--- src/rtl/pet_pkg.sv ---
// Package for the pulse echo flight timer: shared types, register codes and
// fixed constants. No dependencies; every other rtl file imports it.
package pet_pkg;

  // Fixed field widths
  localparam int DELTA_W   = 32;
  localparam int TRIG_W    = 12;
  localparam int TIMEOUT_W = 24;
  localparam int SKEW_W    = 8;
  localparam int DIST_W    = 4;
  localparam int CFG_W     = 24;
  localparam int CFG_IDX_W = 2;

  // Configuration register indexes
  typedef enum logic [CFG_IDX_W-1:0] {
    REG_TRIG_HIGH = 2'd0,
    REG_TRIG_LOW  = 2'd1,
    REG_TIMEOUT   = 2'd2,
    REG_SKEW      = 2'd3
  } cfg_reg_t;

  // Input item commands
  localparam logic CMD_PERIOD = 1'b0;
  localparam logic CMD_SAMPLE = 1'b1;

  // Register reset values
  localparam logic [TRIG_W-1:0]    TRIG_HIGH_RST = 12'd4095;
  localparam logic [TRIG_W-1:0]    TRIG_LOW_RST  = 12'd0;
  localparam logic [TIMEOUT_W-1:0] TIMEOUT_RST   = 24'd2000000;
  localparam logic [SKEW_W-1:0]    SKEW_RST      = 8'hF6;

  // Distance conversion: feet = floor((delta + 1500) / 1000), clamped
  localparam int US_PER_FT = 1000;
  localparam int ROUND_OFS = 1500;
  localparam int DIST_MAX  = 15;

  // Configuration set handed to the event stage
  typedef struct packed {
    logic [TRIG_W-1:0]    trig_high;
    logic [TRIG_W-1:0]    trig_low;
    logic [TIMEOUT_W-1:0] timeout;
    logic [SKEW_W-1:0]    skew;
  } pet_cfg_t;

  // Result of one window, passed from the event stage to the range stage
  typedef struct packed {
    logic               missed;
    logic               calibrated;
    logic [DELTA_W-1:0] delta;
  } echo_res_t;

endpackage

--- src/rtl/pet_event.sv ---
// Event stage of the pulse echo flight timer: input register, window state,
// reference and skew tracking, and the registered flight delta.
// Depends on pet_pkg.
module pet_event #(
  parameter int SAMPLE_BITS = 12,
  parameter int TIME_BITS   = 32
) (
  input  logic                   clk,
  input  logic                   rst_n,
  input  pet_pkg::pet_cfg_t      cfg,
  input  logic                   in_valid,
  output logic                   in_stall,
  input  logic                   in_command,
  input  logic [SAMPLE_BITS-1:0] in_sample,
  input  logic [TIME_BITS-1:0]   in_time_us,
  output logic                   res_valid,
  output pet_pkg::echo_res_t     res,
  input  logic                   res_take
);
  import pet_pkg::*;

  localparam int CMP_W = (SAMPLE_BITS > TRIG_W) ? SAMPLE_BITS : TRIG_W;

  // Input register
  logic                   s0_valid_r, s0_valid_nxt;
  logic                   s0_cmd_r;
  logic [SAMPLE_BITS-1:0] s0_sample_r;
  logic [TIME_BITS-1:0]   s0_time_r;

  // Window state
  logic                 armed_r, armed_nxt;
  logic [TIME_BITS-1:0] win_start_r, win_start_nxt;
  logic [DELTA_W-1:0]   ref_delay_r, ref_delay_nxt;
  logic                 have_ref_r, have_ref_nxt;
  logic [DELTA_W-1:0]   skew_total_r, skew_total_nxt;

  // Result register
  logic      s1_valid_r, s1_valid_nxt;
  echo_res_t s1_res_r, s1_res_nxt;

  logic                 s1_ready;
  logic                 s0_move;
  logic                 accept;
  logic [CMP_W-1:0]     smp_ext;
  logic                 hit;
  logic [TIME_BITS-1:0] elapsed;
  logic                 timed_out;
  logic [DELTA_W-1:0]   delay;
  logic [DELTA_W-1:0]   ref_sel;
  logic [DELTA_W-1:0]   skew_ext;

  // Handshake: the input register drains whenever the result slot frees
  assign s1_ready = !s1_valid_r || res_take;
  assign s0_move  = s0_valid_r && s1_ready;
  assign in_stall = s0_valid_r && !s1_ready;
  assign accept   = in_valid && !in_stall;

  assign res_valid = s1_valid_r;
  assign res       = s1_res_r;

  // Trigger, timeout and delay arithmetic
  assign smp_ext   = CMP_W'(s0_sample_r);
  assign hit       = (smp_ext >= CMP_W'(cfg.trig_high)) || (smp_ext <= CMP_W'(cfg.trig_low));
  assign elapsed   = s0_time_r - win_start_r;
  assign timed_out = elapsed >= TIME_BITS'(cfg.timeout);
  assign delay     = DELTA_W'(elapsed);
  assign ref_sel   = have_ref_r ? ref_delay_r : delay;
  assign skew_ext  = DELTA_W'($signed(cfg.skew));

  // Next state of the window and the result slot
  always_comb begin
    s0_valid_nxt   = s0_valid_r;
    armed_nxt      = armed_r;
    win_start_nxt  = win_start_r;
    ref_delay_nxt  = ref_delay_r;
    have_ref_nxt   = have_ref_r;
    skew_total_nxt = skew_total_r;
    s1_valid_nxt   = s1_valid_r;
    s1_res_nxt     = s1_res_r;

    if (accept) begin
      s0_valid_nxt = 1'b1;
    end else if (s0_move) begin
      s0_valid_nxt = 1'b0;
    end

    if (res_take) begin
      s1_valid_nxt = 1'b0;
    end

    if (s0_move) begin
      s1_valid_nxt = 1'b0;
      s1_res_nxt   = '{missed: 1'b1, calibrated: 1'b0, delta: '0};
      if (s0_cmd_r == CMD_PERIOD) begin
        // Close any open window as missed, then rearm
        if (armed_r) begin
          s1_valid_nxt   = 1'b1;
          skew_total_nxt = skew_total_r + skew_ext;
        end
        armed_nxt     = 1'b1;
        win_start_nxt = s0_time_r;
      end else if (armed_r) begin
        if (hit) begin
          // Pulse arrival: first hit ever sets the reference
          s1_valid_nxt          = 1'b1;
          s1_res_nxt.missed     = 1'b0;
          s1_res_nxt.calibrated = !have_ref_r;
          s1_res_nxt.delta      = delay - ref_sel - skew_total_r;
          ref_delay_nxt         = ref_sel;
          have_ref_nxt          = 1'b1;
          skew_total_nxt        = skew_total_r + skew_ext;
          armed_nxt             = 1'b0;
        end else if (timed_out) begin
          s1_valid_nxt   = 1'b1;
          skew_total_nxt = skew_total_r + skew_ext;
          armed_nxt      = 1'b0;
        end
      end
    end
  end

  // Control registers
  always_ff @(posedge clk) begin
    if (!rst_n) begin
      s0_valid_r   <= 1'b0;
      s1_valid_r   <= 1'b0;
      armed_r      <= 1'b0;
      win_start_r  <= '0;
      ref_delay_r  <= '0;
      have_ref_r   <= 1'b0;
      skew_total_r <= '0;
    end else begin
      s0_valid_r   <= s0_valid_nxt;
      s1_valid_r   <= s1_valid_nxt;
      armed_r      <= armed_nxt;
      win_start_r  <= win_start_nxt;
      ref_delay_r  <= ref_delay_nxt;
      have_ref_r   <= have_ref_nxt;
      skew_total_r <= skew_total_nxt;
    end
  end

  // Payload registers
  always_ff @(posedge clk) begin
    if (accept) begin
      s0_cmd_r    <= in_command;
      s0_sample_r <= in_sample;
      s0_time_r   <= in_time_us;
    end
    s1_res_r <= s1_res_nxt;
  end

endmodule

--- src/rtl/pet_range.sv ---
// Range stage of the pulse echo flight timer: converts the flight delta to
// feet and holds the output item register. Depends on pet_pkg.
module pet_range (
  input  logic                        clk,
  input  logic                        rst_n,
  input  logic                        res_valid,
  input  pet_pkg::echo_res_t          res,
  output logic                        res_take,
  output logic                        out_valid,
  input  logic                        out_stall,
  output logic                        out_missed,
  output logic                        out_calibrated,
  output logic signed [pet_pkg::DELTA_W-1:0] out_flight_delta_us,
  output logic [pet_pkg::DIST_W-1:0]  out_distance_ft
);
  import pet_pkg::*;

  localparam int SUM_W = DELTA_W + 1;

  logic                     out_valid_r, out_valid_nxt;
  logic                     missed_r;
  logic                     cal_r;
  logic [DELTA_W-1:0]       delta_r;
  logic [DIST_W-1:0]        dist_r;

  logic                     take_ok;
  logic signed [SUM_W-1:0]  rounded;
  logic [DIST_W-1:0]        feet;

  // Output register frees when empty or when the item leaves
  assign take_ok  = !out_valid_r || !out_stall;
  assign res_take = res_valid && take_ok;

  // Feet: pick the highest 1000 us step the rounded delta reaches
  assign rounded = SUM_W'($signed(res.delta)) + SUM_W'(ROUND_OFS);

  always_comb begin
    feet = '0;
    if (!res.missed && !rounded[SUM_W-1]) begin
      for (int k = 1; k <= DIST_MAX; k++) begin
        if (rounded >= SUM_W'(k * US_PER_FT)) begin
          feet = DIST_W'(k);
        end
      end
    end
  end

  always_comb begin
    out_valid_nxt = out_valid_r;
    if (take_ok) begin
      out_valid_nxt = res_valid;
    end
  end

  always_ff @(posedge clk) begin
    if (!rst_n) begin
      out_valid_r <= 1'b0;
    end else begin
      out_valid_r <= out_valid_nxt;
    end
  end

  // Load the payload with each item taken
  always_ff @(posedge clk) begin
    if (res_take) begin
      missed_r <= res.missed;
      cal_r    <= res.calibrated;
      delta_r  <= res.delta;
      dist_r   <= feet;
    end
  end

  assign out_valid           = out_valid_r;
  assign out_missed          = missed_r;
  assign out_calibrated      = cal_r;
  assign out_flight_delta_us = $signed(delta_r);
  assign out_distance_ft     = dist_r;

endmodule

--- src/rtl/pulse_echo_flight_timer.sv ---
// Top level of the pulse echo flight timer: configuration registers and the
// event and range stages. Depends on pet_pkg, pet_event and pet_range.
//
// Ultrasonic time-of-flight ranger. A period start item (command 0) arms a
// window stamped with its microsecond time; a sample item (command 1) at or
// above trigger_high, or at or below trigger_low, ends the armed window as a
// hit and reports delay minus the reference delay (set by the first hit ever)
// minus the running skew total, plus the distance in feet, rounded and
// clamped to 0..15. A window that reaches timeout_us, or that is still open
// at the next period start, is reported missed with all other fields zero.
// The block accepts one item every clock cycle while the input is not stalled;
// a result passes through the input register, event register and output
// register, and the input stalls only when the output side holds back.
// Write configuration only while the block is idle.
module pulse_echo_flight_timer #(
  parameter int SAMPLE_BITS = 12,
  parameter int TIME_BITS   = 32
) (
  input  logic                                clk,
  input  logic                                rst_n,
  input  logic                                cfg_we,
  input  logic [pet_pkg::CFG_IDX_W-1:0]       cfg_index,
  input  logic [pet_pkg::CFG_W-1:0]           cfg_wdata,
  input  logic                                in_valid,
  output logic                                in_stall,
  input  logic                                in_command,
  input  logic [SAMPLE_BITS-1:0]              in_sample,
  input  logic [TIME_BITS-1:0]                in_time_us,
  output logic                                out_valid,
  input  logic                                out_stall,
  output logic                                out_missed,
  output logic                                out_calibrated,
  output logic signed [pet_pkg::DELTA_W-1:0]  out_flight_delta_us,
  output logic [pet_pkg::DIST_W-1:0]          out_distance_ft
);
  import pet_pkg::*;

  pet_cfg_t  cfg_r, cfg_nxt;
  logic      res_valid;
  echo_res_t res;
  logic      res_take;

  // Decode configuration writes
  always_comb begin
    cfg_nxt = cfg_r;
    if (cfg_we) begin
      case (cfg_reg_t'(cfg_index))
        REG_TRIG_HIGH: cfg_nxt.trig_high = cfg_wdata[TRIG_W-1:0];
        REG_TRIG_LOW:  cfg_nxt.trig_low  = cfg_wdata[TRIG_W-1:0];
        REG_TIMEOUT:   cfg_nxt.timeout   = cfg_wdata[TIMEOUT_W-1:0];
        REG_SKEW:      cfg_nxt.skew      = cfg_wdata[SKEW_W-1:0];
        default:       cfg_nxt = cfg_r;
      endcase
    end
  end

  always_ff @(posedge clk) begin
    if (!rst_n) begin
      cfg_r <= '{trig_high: TRIG_HIGH_RST, trig_low: TRIG_LOW_RST,
                 timeout: TIMEOUT_RST, skew: SKEW_RST};
    end else begin
      cfg_r <= cfg_nxt;
    end
  end

  pet_event #(
    .SAMPLE_BITS (SAMPLE_BITS),
    .TIME_BITS   (TIME_BITS)
  ) u_event (
    .clk        (clk),
    .rst_n      (rst_n),
    .cfg        (cfg_r),
    .in_valid   (in_valid),
    .in_stall   (in_stall),
    .in_command (in_command),
    .in_sample  (in_sample),
    .in_time_us (in_time_us),
    .res_valid  (res_valid),
    .res        (res),
    .res_take   (res_take)
  );

  pet_range u_range (
    .clk                 (clk),
    .rst_n               (rst_n),
    .res_valid           (res_valid),
    .res                 (res),
    .res_take            (res_take),
    .out_valid           (out_valid),
    .out_stall           (out_stall),
    .out_missed          (out_missed),
    .out_calibrated      (out_calibrated),
    .out_flight_delta_us (out_flight_delta_us),
    .out_distance_ft     (out_distance_ft)
  );

endmodule

--- config.mk ---
export PLATFORM = sky130hd
export DESIGN_NAME = pulse_echo_flight_timer
export DESIGN_NICKNAME = d
export VERILOG_FILES = /design/src/rtl/pet_pkg.sv /design/src/rtl/pet_event.sv /design/src/rtl/pet_range.sv /design/src/rtl/pulse_echo_flight_timer.sv
export SDC_FILE = /design/constraint.sdc
export NUM_CORES = 1
export LEC_CHECK = 0
export ABC_AREA = 1
export BUFFER_PORTS_ARGS = -buffer_cell sky130_fd_sc_hd__buf_4
export CORE_ASPECT_RATIO = 1.4
export CORE_UTILIZATION = 55
export DETAILED_ROUTE_END_ITERATION = 6
export PLACE_DENSITY = 0.71
export SLEW_MARGIN = 15
export SYNTH_ARGS = -nofsm -noshare
export SYNTH_HDL_FRONTEND = slang
export SYNTH_SLANG_ARGS = --single-unit
--- constraint.sdc ---
create_clock -name clk -period 12.4 [get_ports clk]
set_input_delay 1.86 -clock clk [delete_from_list [all_inputs] [get_ports clk]]
set_output_delay 1.86 -clock clk [all_outputs]
set_load 0.03 [all_outputs]
==> impl_results.md, run 1 <==
- Yosys warning count: 0
- Sw Share: 37.6%
- First-pass GRT wire length: 73700 um
- Syn Inst Count: 2294
- Sequential standard cell area: 6660 um^2
- Initial antenna violation count: 0
- Clock Skews: 0.0142 ns
- Area share of the largest cell type after synthesis: 19.7%
- Count of flip-flops with a built-in enable after synthesis: 117
- Net count, final: 2645
- Die span in y: 215 um
- R2R cell count: 30
- Actual transition at the worst max-transition pin: 1.11 ns
- Setup repair after global routing missed its margin: no
- Skew-Pair Late Insertion Delay: 0.57 ns
- Part of the total power dissipated in sequential elements: 31.5%
- Clock tree from TritonCTS: done
- Number of nets in the synthesized netlist: 2546
- Maximum number of pins on one net before global-route repair: 104
- Highest fanout seen on the critical path: 5
- Cell internal power dissipation: 1980 uW
- Number of design rule violations left after detail routing: 0
- Critical setup path kind: flop to flop
- Cell depth of the worst min-delay path: 2
- Drt pass-1 iters: 5
- Max Fclk: 192 MHz
- Final total negative setup slack: 0 ns
- Drt wl/cell: 16.3 um
- Boundary pin count: 116
- Worst path required time: 12.83 ns
- Vias in the first global route: 15000
- Layout cell share with drive strength beyond 1: 9.28%
- Count of buffers added by post-CTS timing repair for setup: 0
- Setup crit end kind: flop
- Slowest Stage Delay on Critical Path: 0.48 ns
- Post-synthesis area per instance: 7.78 um^2
- Clock edge transition at the registers on the reported setup and hold paths: 0.06 ns
- Post-DRT Antenna Nets: 0
- Max_slew headroom: 26.1%
- Run status: finished clean
- Slowest CP cell: fa_1
- Most used flip-flop cell after synthesis: dfxtp_1
- Number of violations of the max-capacitance limit: 0
- Routed vias/inst: 5.51
- Final Max Tran Viols: 0
- Synth Register Bits: 274
- Site row count: 77
- Die extent in x: 154 um
- Peak ir drop on the vdd network: 0.000135 V
- Total gr overflow: 0
- DR iter-0 viols: 809
- Number of levels in the clock H-tree: 1
- Most frequent CP cell: nand2_1
- Sum of net half-perimeters after detailed placement: 35600 um
- Cell area after technology mapping: 17900 um^2
- Area of the core region: 31800 um^2
- Inserted Diodes: 0
- Filler Cell Count: 2820
- Commonest cells in the synthesized netlist: 436 x nand2_1, 330 x inv_1, 256 x a21oi_1
- Power density cells: 158 nW/um^2
- Fraction of registers with async set or reset after synthesis: 0%
- Final-report setup violation count: 0
- Global placement routability congestion: 0.984
- Initial cell density of the core: 56.2%
- Final standard cell area without fillers: 20100 um^2
- Seq/Total Area, Yosys: 37.3%
- Leakage power summed over all cells: 0.00896 uW
- Class of the tightest hold or removal check: flop to flop
- Final cycle utilization of the critical path: 42.0%
- Die area: 33200 um^2
- Count of clock tree sinks: 274
- Top area cells in the synthesized netlist: edfxtp_1 20%, dfxtp_1 18%, ha_1 10%
- Worst endpoint data arrival time: 5.64 ns
- Hold buffers post-CTS: 0
- Area growth, synth to finish: 12.3%
- Kind of launch point of the worst setup path: flop
- TritonCTS Buffers: 28
- Maximum clock path buffer count: 3
- Via count: 15500
- Clk pwr share: 28.6%
- Share of total power in combinational logic: 39.9%
- Clock period minus final worst setup slack: 5.21 ns
- Count of unique library cells instantiated by Yosys: 59
- Area leader, netlist: edfxtp_1
- Most instantiated library cell after synthesis: nand2_1
- Number of buffer cells added on primary ports: 115
- Placement Cell Area: 19100 um^2
- GRT Util Overall: 27.8%
- Combined area of the multi-input logic cells: 9720 um^2
- Net Sw Power: 1190 uW
- Routed Wire Length: 45700 um
- Root cell of the clock tree: clkbuf_16
- Number of failing hold endpoints at the final stage: 0
- Post-cts resize count: 0
## per-layer routing
metal | wire length (um) | part of all wire, % | vias up | global-route usage, %
met4 | 2420 | 5.3 | 0 | 14.8
li1 | - | - | 7851 | -
met1 | 18300 | 40 | 7132 | 30.6
met5 | 0 | 0 | - | 0
met3 | 1870 | 4.1 | 113 | 3.25
met2 | 23200 | 51 | 394 | 51.7
## cell usage in the layout (no fill, tap or decap), drive strengths merged, types with 2 or more instances in the layout
| cell | synthesis | final |
|---|---|---|
| a21oi | 260 | 260 |
| nand3 | 99 | 99 |
| nand2 | 443 | 443 |
| or2 | 6 | 6 |
| o21bai | 13 | 13 |
| o221ai | 5 | 5 |
| a21boi | 7 | 7 |
| nor3 | 23 | 23 |
| nand3b | 7 | 7 |
| a211oi | 5 | 5 |
| xor2 | 50 | 50 |
| buf | 12 | 125 |
| nor4 | 5 | 5 |
| o21a | 9 | 9 |
| bufinv | 0 | 5 |
| clkinv | 1 | 12 |
| clkbuf | 44 | 34 |
| xnor2 | 25 | 25 |
| dfxtp | 157 | 157 |
| a21o | 2 | 2 |
| fa | 33 | 33 |
| a31oi | 12 | 12 |
| edfxtp | 117 | 117 |
| a221oi | 2 | 2 |
| mux2i | 14 | 14 |
| o21ai | 200 | 200 |
| o211ai | 27 | 27 |
| nor2 | 207 | 207 |
| inv | 336 | 338 |
| nand4 | 20 | 20 |
| ha | 143 | 143 |
## cell families after synthesis
group / Yosys count / synth area share (%)
and+or+nand+nor: 813 / 19.0
AOI/OAI and AO/OA: 549 / 17.0
buffers and inverters: 393 / 8.45
DFF: 274 / 37.3
adders and majority gates: 176 / 13.7
xor gates and xnor gates: 75 / 3.76
muxes: 14 / 0.785
## registers in the layout, summed over array words and instances, names as in the netlist, 4 cells and up
signal and flops:
cfg_r 56, u_event.ref_delay_r 32, u_event.res 34, u_event.s0_sample_r 12, u_event.s0_time_r 32, u_event.skew_total_r 32
u_event.win_start_r 32, u_range.out_distance_ft 4, u_range.out_flight_delta_us 32
## stage by stage
step,hold slack (ns),total power [uW],util [%],worst slack (ns),instances
after global routing,0.474,3390,63.1,6.67,2810
after floorplan,0.400,1960,-,7.83,2294
after CTS,0.458,3180,63.1,7.18,2810
final,0.459,3170,63.1,7.19,2810
after global placement,0.439,2240,60.0,7.34,2758
after detailed placement,0.448,2260,60.0,7.22,2758
## critical path: cells and delay by family, from the launching register on
family,cells,cell delay [ns]
buffers and inverters,4,0.26
xor gates and xnor gates,1,0.34
and+or+nand+nor,11,0.96
AOI/OAI and AO/OA,10,1.73
DFF,1,0.37
adders and majority gates,4,1.39
## area by class of cell
cell class                 instances  area share [%]
clock buffer                      34            3.76
clock inverter                    18            1.14
inverter                         337            6.31
multi-input combinational       1627            48.5
sequential                       274            33.2
tap                              395            2.46
timing repair buffer             125            4.68
## worst paths after layout
path	slack [ns]	startpoint	end
worst max register to register	7.19	u_event.s0_time_r[0]$_DFFE_PP_	u_event.res[30]$_SDFFCE_PN0P_
worst max-delay path	7.19	u_event.s0_time_r[0]$_DFFE_PP_	u_event.res[30]$_SDFFCE_PN0P_
worst min register to register	0.46	u_event.win_start_r[23]$_SDFFE_PN0P_	u_event.win_start_r[23]$_SDFFE_PN0P_
worst min-delay path	0.46	u_event.win_start_r[23]$_SDFFE_PN0P_	u_event.win_start_r[23]$_SDFFE_PN0P_
## power by group through the flow
| stage | registers [uW] | clock network (uW) | logic (uW) |
|---|---|---|---|
| floorplan | 1010 | 0 | 943 |
| global placement | 1020 | 0 | 1230 |
| detailed placement | 1020 | 0 | 1240 |
| CTS | 1000 | 925 | 1250 |
| global route | 1000 | 956 | 1430 |
| finish | 1000 | 906 | 1270 |
Note: power is estimated with default switching activity, not from simulation.
==> run 2: changes to the inputs <==
clock period = 4.8 ns   (was 12.4 ns; I/O delays follow)
==> impl_results.md, run 2 (synthesis results as in run 1) <==
- Sum of net half-perimeters after detailed placement: 36400 um
- Die span in y: 215 um
- Most common cell after layout, fill and taps aside: nand2_1
- Most frequent CP cell: nand2_2
- Final worst hold slack: 0.320 ns
- Count of clock tree sinks: 274
- Commonest cells after routing, fill and taps aside: 425 x nand2_1, 328 x inv_1, 243 x a21oi_1
- Sw Share: 37.7%
- Site row count: 77
- Run status: finished clean
- Net count, final: 2703
- Clock edge transition at the registers on the reported setup and hold paths: 0.07 ns
- Clk pwr share: 25.5%
- Area growth, synth to finish: 18.2%
- GRT Util Overall: 28.3%
- Number of violations of the max-capacitance limit: 0
- Post-DRT Antenna Nets: 0
- Initial cell density of the core: 56.2%
- Via count: 15800
- Post-layout total power: 9140 uW
- Top register by number of flip-flops: cfg_r
- Die area: 33200 um^2
- Clock period minus final worst setup slack: 4.66 ns
- Critical Path Start: u_event.s0_time_r[5]$_DFFE_PP_
- Root cell of the clock tree: clkbuf_16
- Area of the core region: 31800 um^2
- Drt wl/cell: 16.6 um
- Number of buffer cells added on primary ports: 115
- Drt pass-1 iters: 7
- Number of failing hold endpoints at the final stage: 0
- Initial antenna violation count: 0
- Cell depth of the worst min-delay path: 1
- Endpoint of the worst register-to-register path: u_event.res[31]$_SDFFCE_PN0P_
- Flip-flop count of the largest register after layout: 56
- DR iter-0 viols: 784
- Highest fanout seen on the critical path: 6
- Routed vias/inst: 5.53
- Peak ir drop on the vdd network: 0.000316 V
- Part of the total power dissipated in sequential elements: 28.3%
- Worst endpoint data arrival time: 4.98 ns
- Post-layout instance count excluding filler cells: 2868
- Number of levels in the clock H-tree: 1
- Net Sw Power: 3450 uW
- Number of design rule violations left after detail routing: 0
- Final cycle utilization of the critical path: 97.0%
- Slowest Stage Delay on Critical Path: 0.50 ns
- Skew-Pair Late Insertion Delay: 0.57 ns
- Actual transition at the worst max-transition pin: 1.06 ns
- Share of total power in combinational logic: 46.2%
- Final Max Tran Viols: 0
- Worst setup path end: u_event.res[31]$_SDFFCE_PN0P_
- Die extent in x: 154 um
- Total gr overflow: 0
- R2r setup slk: 0.14 ns
- Critical setup path kind: flop to flop
- Global placement routability congestion: 0.983
- Final-report setup violation count: 0
- Slowest CP cell: fa_1
- Worst path required time: 5.13 ns
- Cell internal power dissipation: 5690 uW
- Power density cells: 433 nW/um^2
- Clock tree from TritonCTS: done
- Filler Cell Count: 2731
- Kind of launch point of the worst setup path: flop
- Placement Cell Area: 19400 um^2
- R2R cell count: 27
- End-of-flow core utilization: 66.4%
- Layout cell share with drive strength beyond 1: 15.2%
- Vias in the first global route: 15300
- Final standard cell area without fillers: 21100 um^2
- Setup repair after global routing missed its margin: yes
- Cell count after placement: 2804
- Reg2Reg Launch Point: u_event.s0_time_r[5]$_DFFE_PP_
- Leakage power summed over all cells: 0.00933 uW
- Boundary pin count: 116
- Inserted Diodes: 0
- Class of the tightest hold or removal check: input port to flop
- Setup crit end kind: flop
- Max_slew headroom: 29.4%
- Routed Wire Length: 47700 um
- TritonCTS Buffers: 29
- Worst min-delay path startpoint: in_time_us[28]
- First-pass GRT wire length: 75200 um
- Max Fclk: 215 MHz
- Maximum clock path buffer count: 3
- Clock Skews: 0.0167 ns
- Maximum number of pins on one net before global-route repair: 66
[run 2: worst min-delay path by stage]
stage	endpoint
global route	u_event.s0_time_r[8]$_DFFE_PP_
finish	u_event.s0_time_r[28]$_DFFE_PP_
detailed placement	u_range.out_flight_delta_us[1]$_DFFE_PP_
global placement	u_event.ref_delay_r[2]$_SDFFE_PN0P_
floorplan	u_range.out_calibrated$_DFFE_PP_
CTS	u_event.s0_time_r[28]$_DFFE_PP_
[run 2: through the flow]
stage | TNS, ns | setup slack [ns]
CTS | 0 | 0.0125
finish | 0 | 0.145
detailed placement | -0.0986 | -0.0527
global placement | 0 | 0.0672
floorplan | 0 | 0.328
global route | -0.355 | -0.0905
[run 2: area by class of cell]
cell class	instances	area, um^2	share of cell area [%]
clock buffer	39	857	4.06
clock inverter	14	131	0.622
inverter	337	1260	5.99
multi-input combinational	1627	10300	49.0
sequential	274	6660	31.5
tap	395	494	2.34
timing repair buffer	182	1370	6.49
[run 2: per-layer routing]
metal | track usage [%] | vias to the layer above | wire length (um) | share of wire [%]
met3 | 2.64 | 114 | 1850 | 3.9
li1 | - | 7966 | - | -
met1 | 32.9 | 7328 | 19400 | 41
met2 | 52.0 | 438 | 24200 | 51
met4 | 12.9 | 0 | 2250 | 4.7
met5 | 0 | - | 0 | 0
[run 2: repair_timing]
action	in CTS	in global routing
gates resized for setup	1	124
pin swaps	0	40
buffers inserted	0	11
endpoints found under the setup margin	2	18
hold buffers	0	0
[run 2: power groups by stage]
stage               Sequential, uW  Combinational (uW)  Clock (uW)
global route                  2590                4670        2470
finish                        2580                4230        2330
detailed placement            2630                3490           0
global placement              2630                3440           0
CTS                           2580                3520        2370
floorplan                     2620                2440           0
[run 2: worst max-delay path, delay by kind of cell (launching register included)]
kind / cells / cell delay [ns]
buffers and inverters: 2 / 0.17
and+or+nand+nor: 15 / 1.39
AOI/OAI and AO/OA: 4 / 0.77
DFF: 1 / 0.45
adders and majority gates: 3 / 1.12
xor gates and xnor gates: 2 / 0.32
muxes: 1 / 0.22
==> run 3: changes to the inputs <==
MAX_ROUTING_LAYER = met4   (was not set)
==> impl_results.md, run 3 (synthesis results as in run 1) <==
- Layout cell share with drive strength beyond 1: 15.6%
- Max_slew headroom: 28.8%
- Commonest cells after routing, fill and taps aside: 423 x nand2_1, 328 x inv_1, 240 x a21oi_1
- Site row count: 77
- Hold buffers post-CTS: 0
- Slowest Stage Delay on Critical Path: 0.50 ns
- Initial antenna violation count: 0
- Area growth, synth to finish: 18.5%
- Maximum number of pins on one net before global-route repair: 66
- Slowest CP cell: fa_1
- Kind of launch point of the worst setup path: flop
- Run status: finished clean
- Die span in y: 215 um
- Clock edge transition at the registers on the reported setup and hold paths: 0.08 ns
- Vias in the first global route: 15600
- Final cycle utilization of the critical path: 96.1%
- Max Fclk: 217 MHz
- Initial cell density of the core: 56.2%
- Drt pass-1 iters: 6
- Net Sw Power: 3500 uW
- Class of the tightest hold or removal check: input port to flop
- Part of the total power dissipated in sequential elements: 27.7%
- Maximum clock path buffer count: 3
- Number of violations of the max-capacitance limit: 0
- Die extent in x: 154 um
- Drt wl/cell: 16.8 um
- Combined area of the multi-input logic cells: 10400 um^2
- Root cell of the clock tree: clkbuf_16
- Sw Share: 37.6%
- Power density cells: 440 nW/um^2
- Largest delay share family, worst path: compound AO/OA/AOI/OAI gates
- Die area: 33200 um^2
- Clock Skews: 0.0193 ns
- Final-report setup violation count: 0
- Post-DRT Antenna Nets: 0
- Net count, final: 2703
- Actual transition at the worst max-transition pin: 1.07 ns
- Clock period minus final worst setup slack: 4.61 ns
- Number of buffer cells added on primary ports: 115
- Sum of net half-perimeters after detailed placement: 36800 um
- Most frequent CP cell: nand2_1
- Boundary pin count: 116
- Final worst hold slack: 0.315 ns
- Number of levels in the clock H-tree: 1
- Setup repair after global routing missed its margin: yes
- GRT Util Overall: 29.7%
- Critical path buffer and inverter count: 3
- First-pass GRT wire length: 76400 um
- Top register by number of flip-flops: cfg_r
- Number of failing hold endpoints at the final stage: 0
- Via count: 15700
- Clk pwr share: 25.6%
- Leakage power summed over all cells: 0.00935 uW
- Highest fanout seen on the critical path: 4
- Routed vias/inst: 5.49
- Final standard cell area without fillers: 21200 um^2
- Cell internal power dissipation: 5810 uW
- Worst path required time: 5.11 ns
- Count of clock tree sinks: 274
- Share of total power in combinational logic: 46.7%
- Flip-flop count of the largest register after layout: 56
- Inserted Diodes: 0
- Sequential standard cell area: 6660 um^2
- Routed Wire Length: 48100 um
- Area of the core region: 31800 um^2
- Skew-Pair Late Insertion Delay: 0.58 ns
- Final Max Tran Viols: 0
- Filler Cell Count: 2707
- Critical setup path kind: flop to flop
- Total gr overflow: 0
- Clock tree from TritonCTS: done
- Setup crit end kind: flop
- Placement Cell Area: 19400 um^2
- TritonCTS Buffers: 28
- Series of cell instances along the critical path: inv_1, ha_2, inv_2, fa_2, nand3_2, nand2_2, buf_4, xor2_1, mux2i_1, fa_1, ha_1, a21boi_1, o21ai_0, nand2_1, a21oi_2, o21ai_2, a21boi_2, o21bai_2, nand2_1, o211ai_1, nand2_1, o211ai_1, o21ai_1, a21oi_1
- Worst endpoint data arrival time: 4.93 ns
- Most common cell after layout, fill and taps aside: nand2_1
- Global placement routability congestion: 0.997
- Peak ir drop on the vdd network: 0.000365 V
- Number of design rule violations left after detail routing: 0
- DR iter-0 viols: 929
run 3: cell types whose count changed in the layout (fill, tap and decap cells not counted), moves of 3 or more:
cell | before | now
a21oi_1 | 243 | 240
a21oi_2 | 13 | 17
bufinv_16 | 2 | 5
clkbuf_16 | 32 | 29
clkinv_1 | 5 | 2
clkinvlp_4 | 2 | 5
nand2_4 | 2 | 6
o21ai_1 | 19 | 16
run 3: layout make-up:
cell class / count / share of cell area, %
Clock buffer: 32 / 3.53
Clock inverter: 20 / 1.16
Inverter: 337 / 5.98
Multi-Input combinational cell: 1627 / 49.0
Sequential cell: 274 / 31.5
Tap cell: 395 / 2.34
Timing Repair Buffer: 183 / 6.53
run 3: per-stage QoR:
| step | util [%] | total power [uW] | instances | TNS, ns | setup slack (ns) |
|---|---|---|---|---|---|
| after floorplan | - | 5050 | 2294 | 0 | 0.328 |
| after global placement | 61.1 | 6100 | 2806 | 0 | 0.0742 |
| after detailed placement | 61.1 | 6160 | 2806 | -0.146 | -0.0855 |
| after CTS | 64.3 | 8550 | 2858 | 0 | 0.00112 |
| after global routing | 66.5 | 9890 | 2868 | -0.396 | -0.131 |
| final | 66.5 | 9310 | 2868 | 0 | 0.186 |
run 3: timing repair:
| action | CTS | global route |
|---|---|---|
| buffers inserted | 0 | 10 |
| resized for setup | 3 | 125 |
| setup endpoints to repair | 4 | 32 |
| pin swaps | 0 | 47 |
run 3: power by group through the flow:
stage | logic (uW) | clock network [uW] | registers (uW)
4_1_cts | 3560 | 2420 | 2580
5_1_grt | 4800 | 2500 | 2590
3_5_place_dp | 3530 | 0 | 2630
3_3_place_gp | 3470 | 0 | 2630
6_report | 4350 | 2380 | 2580
2_1_floorplan | 2440 | 0 | 2620
run 3: per-layer routing:
| metal | share of wire [%] | up-vias | routed length, um | GRT usage [%] |
|---|---|---|---|---|
| li1 | - | 7968 | - | - |
| met1 | 41 | 7278 | 19800 | 33.1 |
| met2 | 51 | 376 | 24300 | 53.2 |
| met3 | 3.5 | 115 | 1670 | 2.76 |
| met4 | 4.8 | 0 | 2300 | 14.0 |
| met5 | 0 | - | 0 | - |
run 3: worst paths after layout:
| kind | start | end | slack [ns] | cells past startpoint |
|---|---|---|---|---|
| hold / removal | in_time_us[28] | u_event.s0_time_r[28]$_DFFE_PP_ | 0.31 | 1 |
| hold reg to reg | u_event.res[32]$_SDFFCE_PN0P_ | u_range.out_calibrated$_DFFE_PP_ | 0.45 | 0 |
| setup / recovery | u_event.s0_time_r[0]$_DFFE_PP_ | u_event.res[30]$_SDFFCE_PN0P_ | 0.19 | 24 |
| setup reg to reg | u_event.s0_time_r[0]$_DFFE_PP_ | u_event.res[30]$_SDFFCE_PN0P_ | 0.19 | 24 |
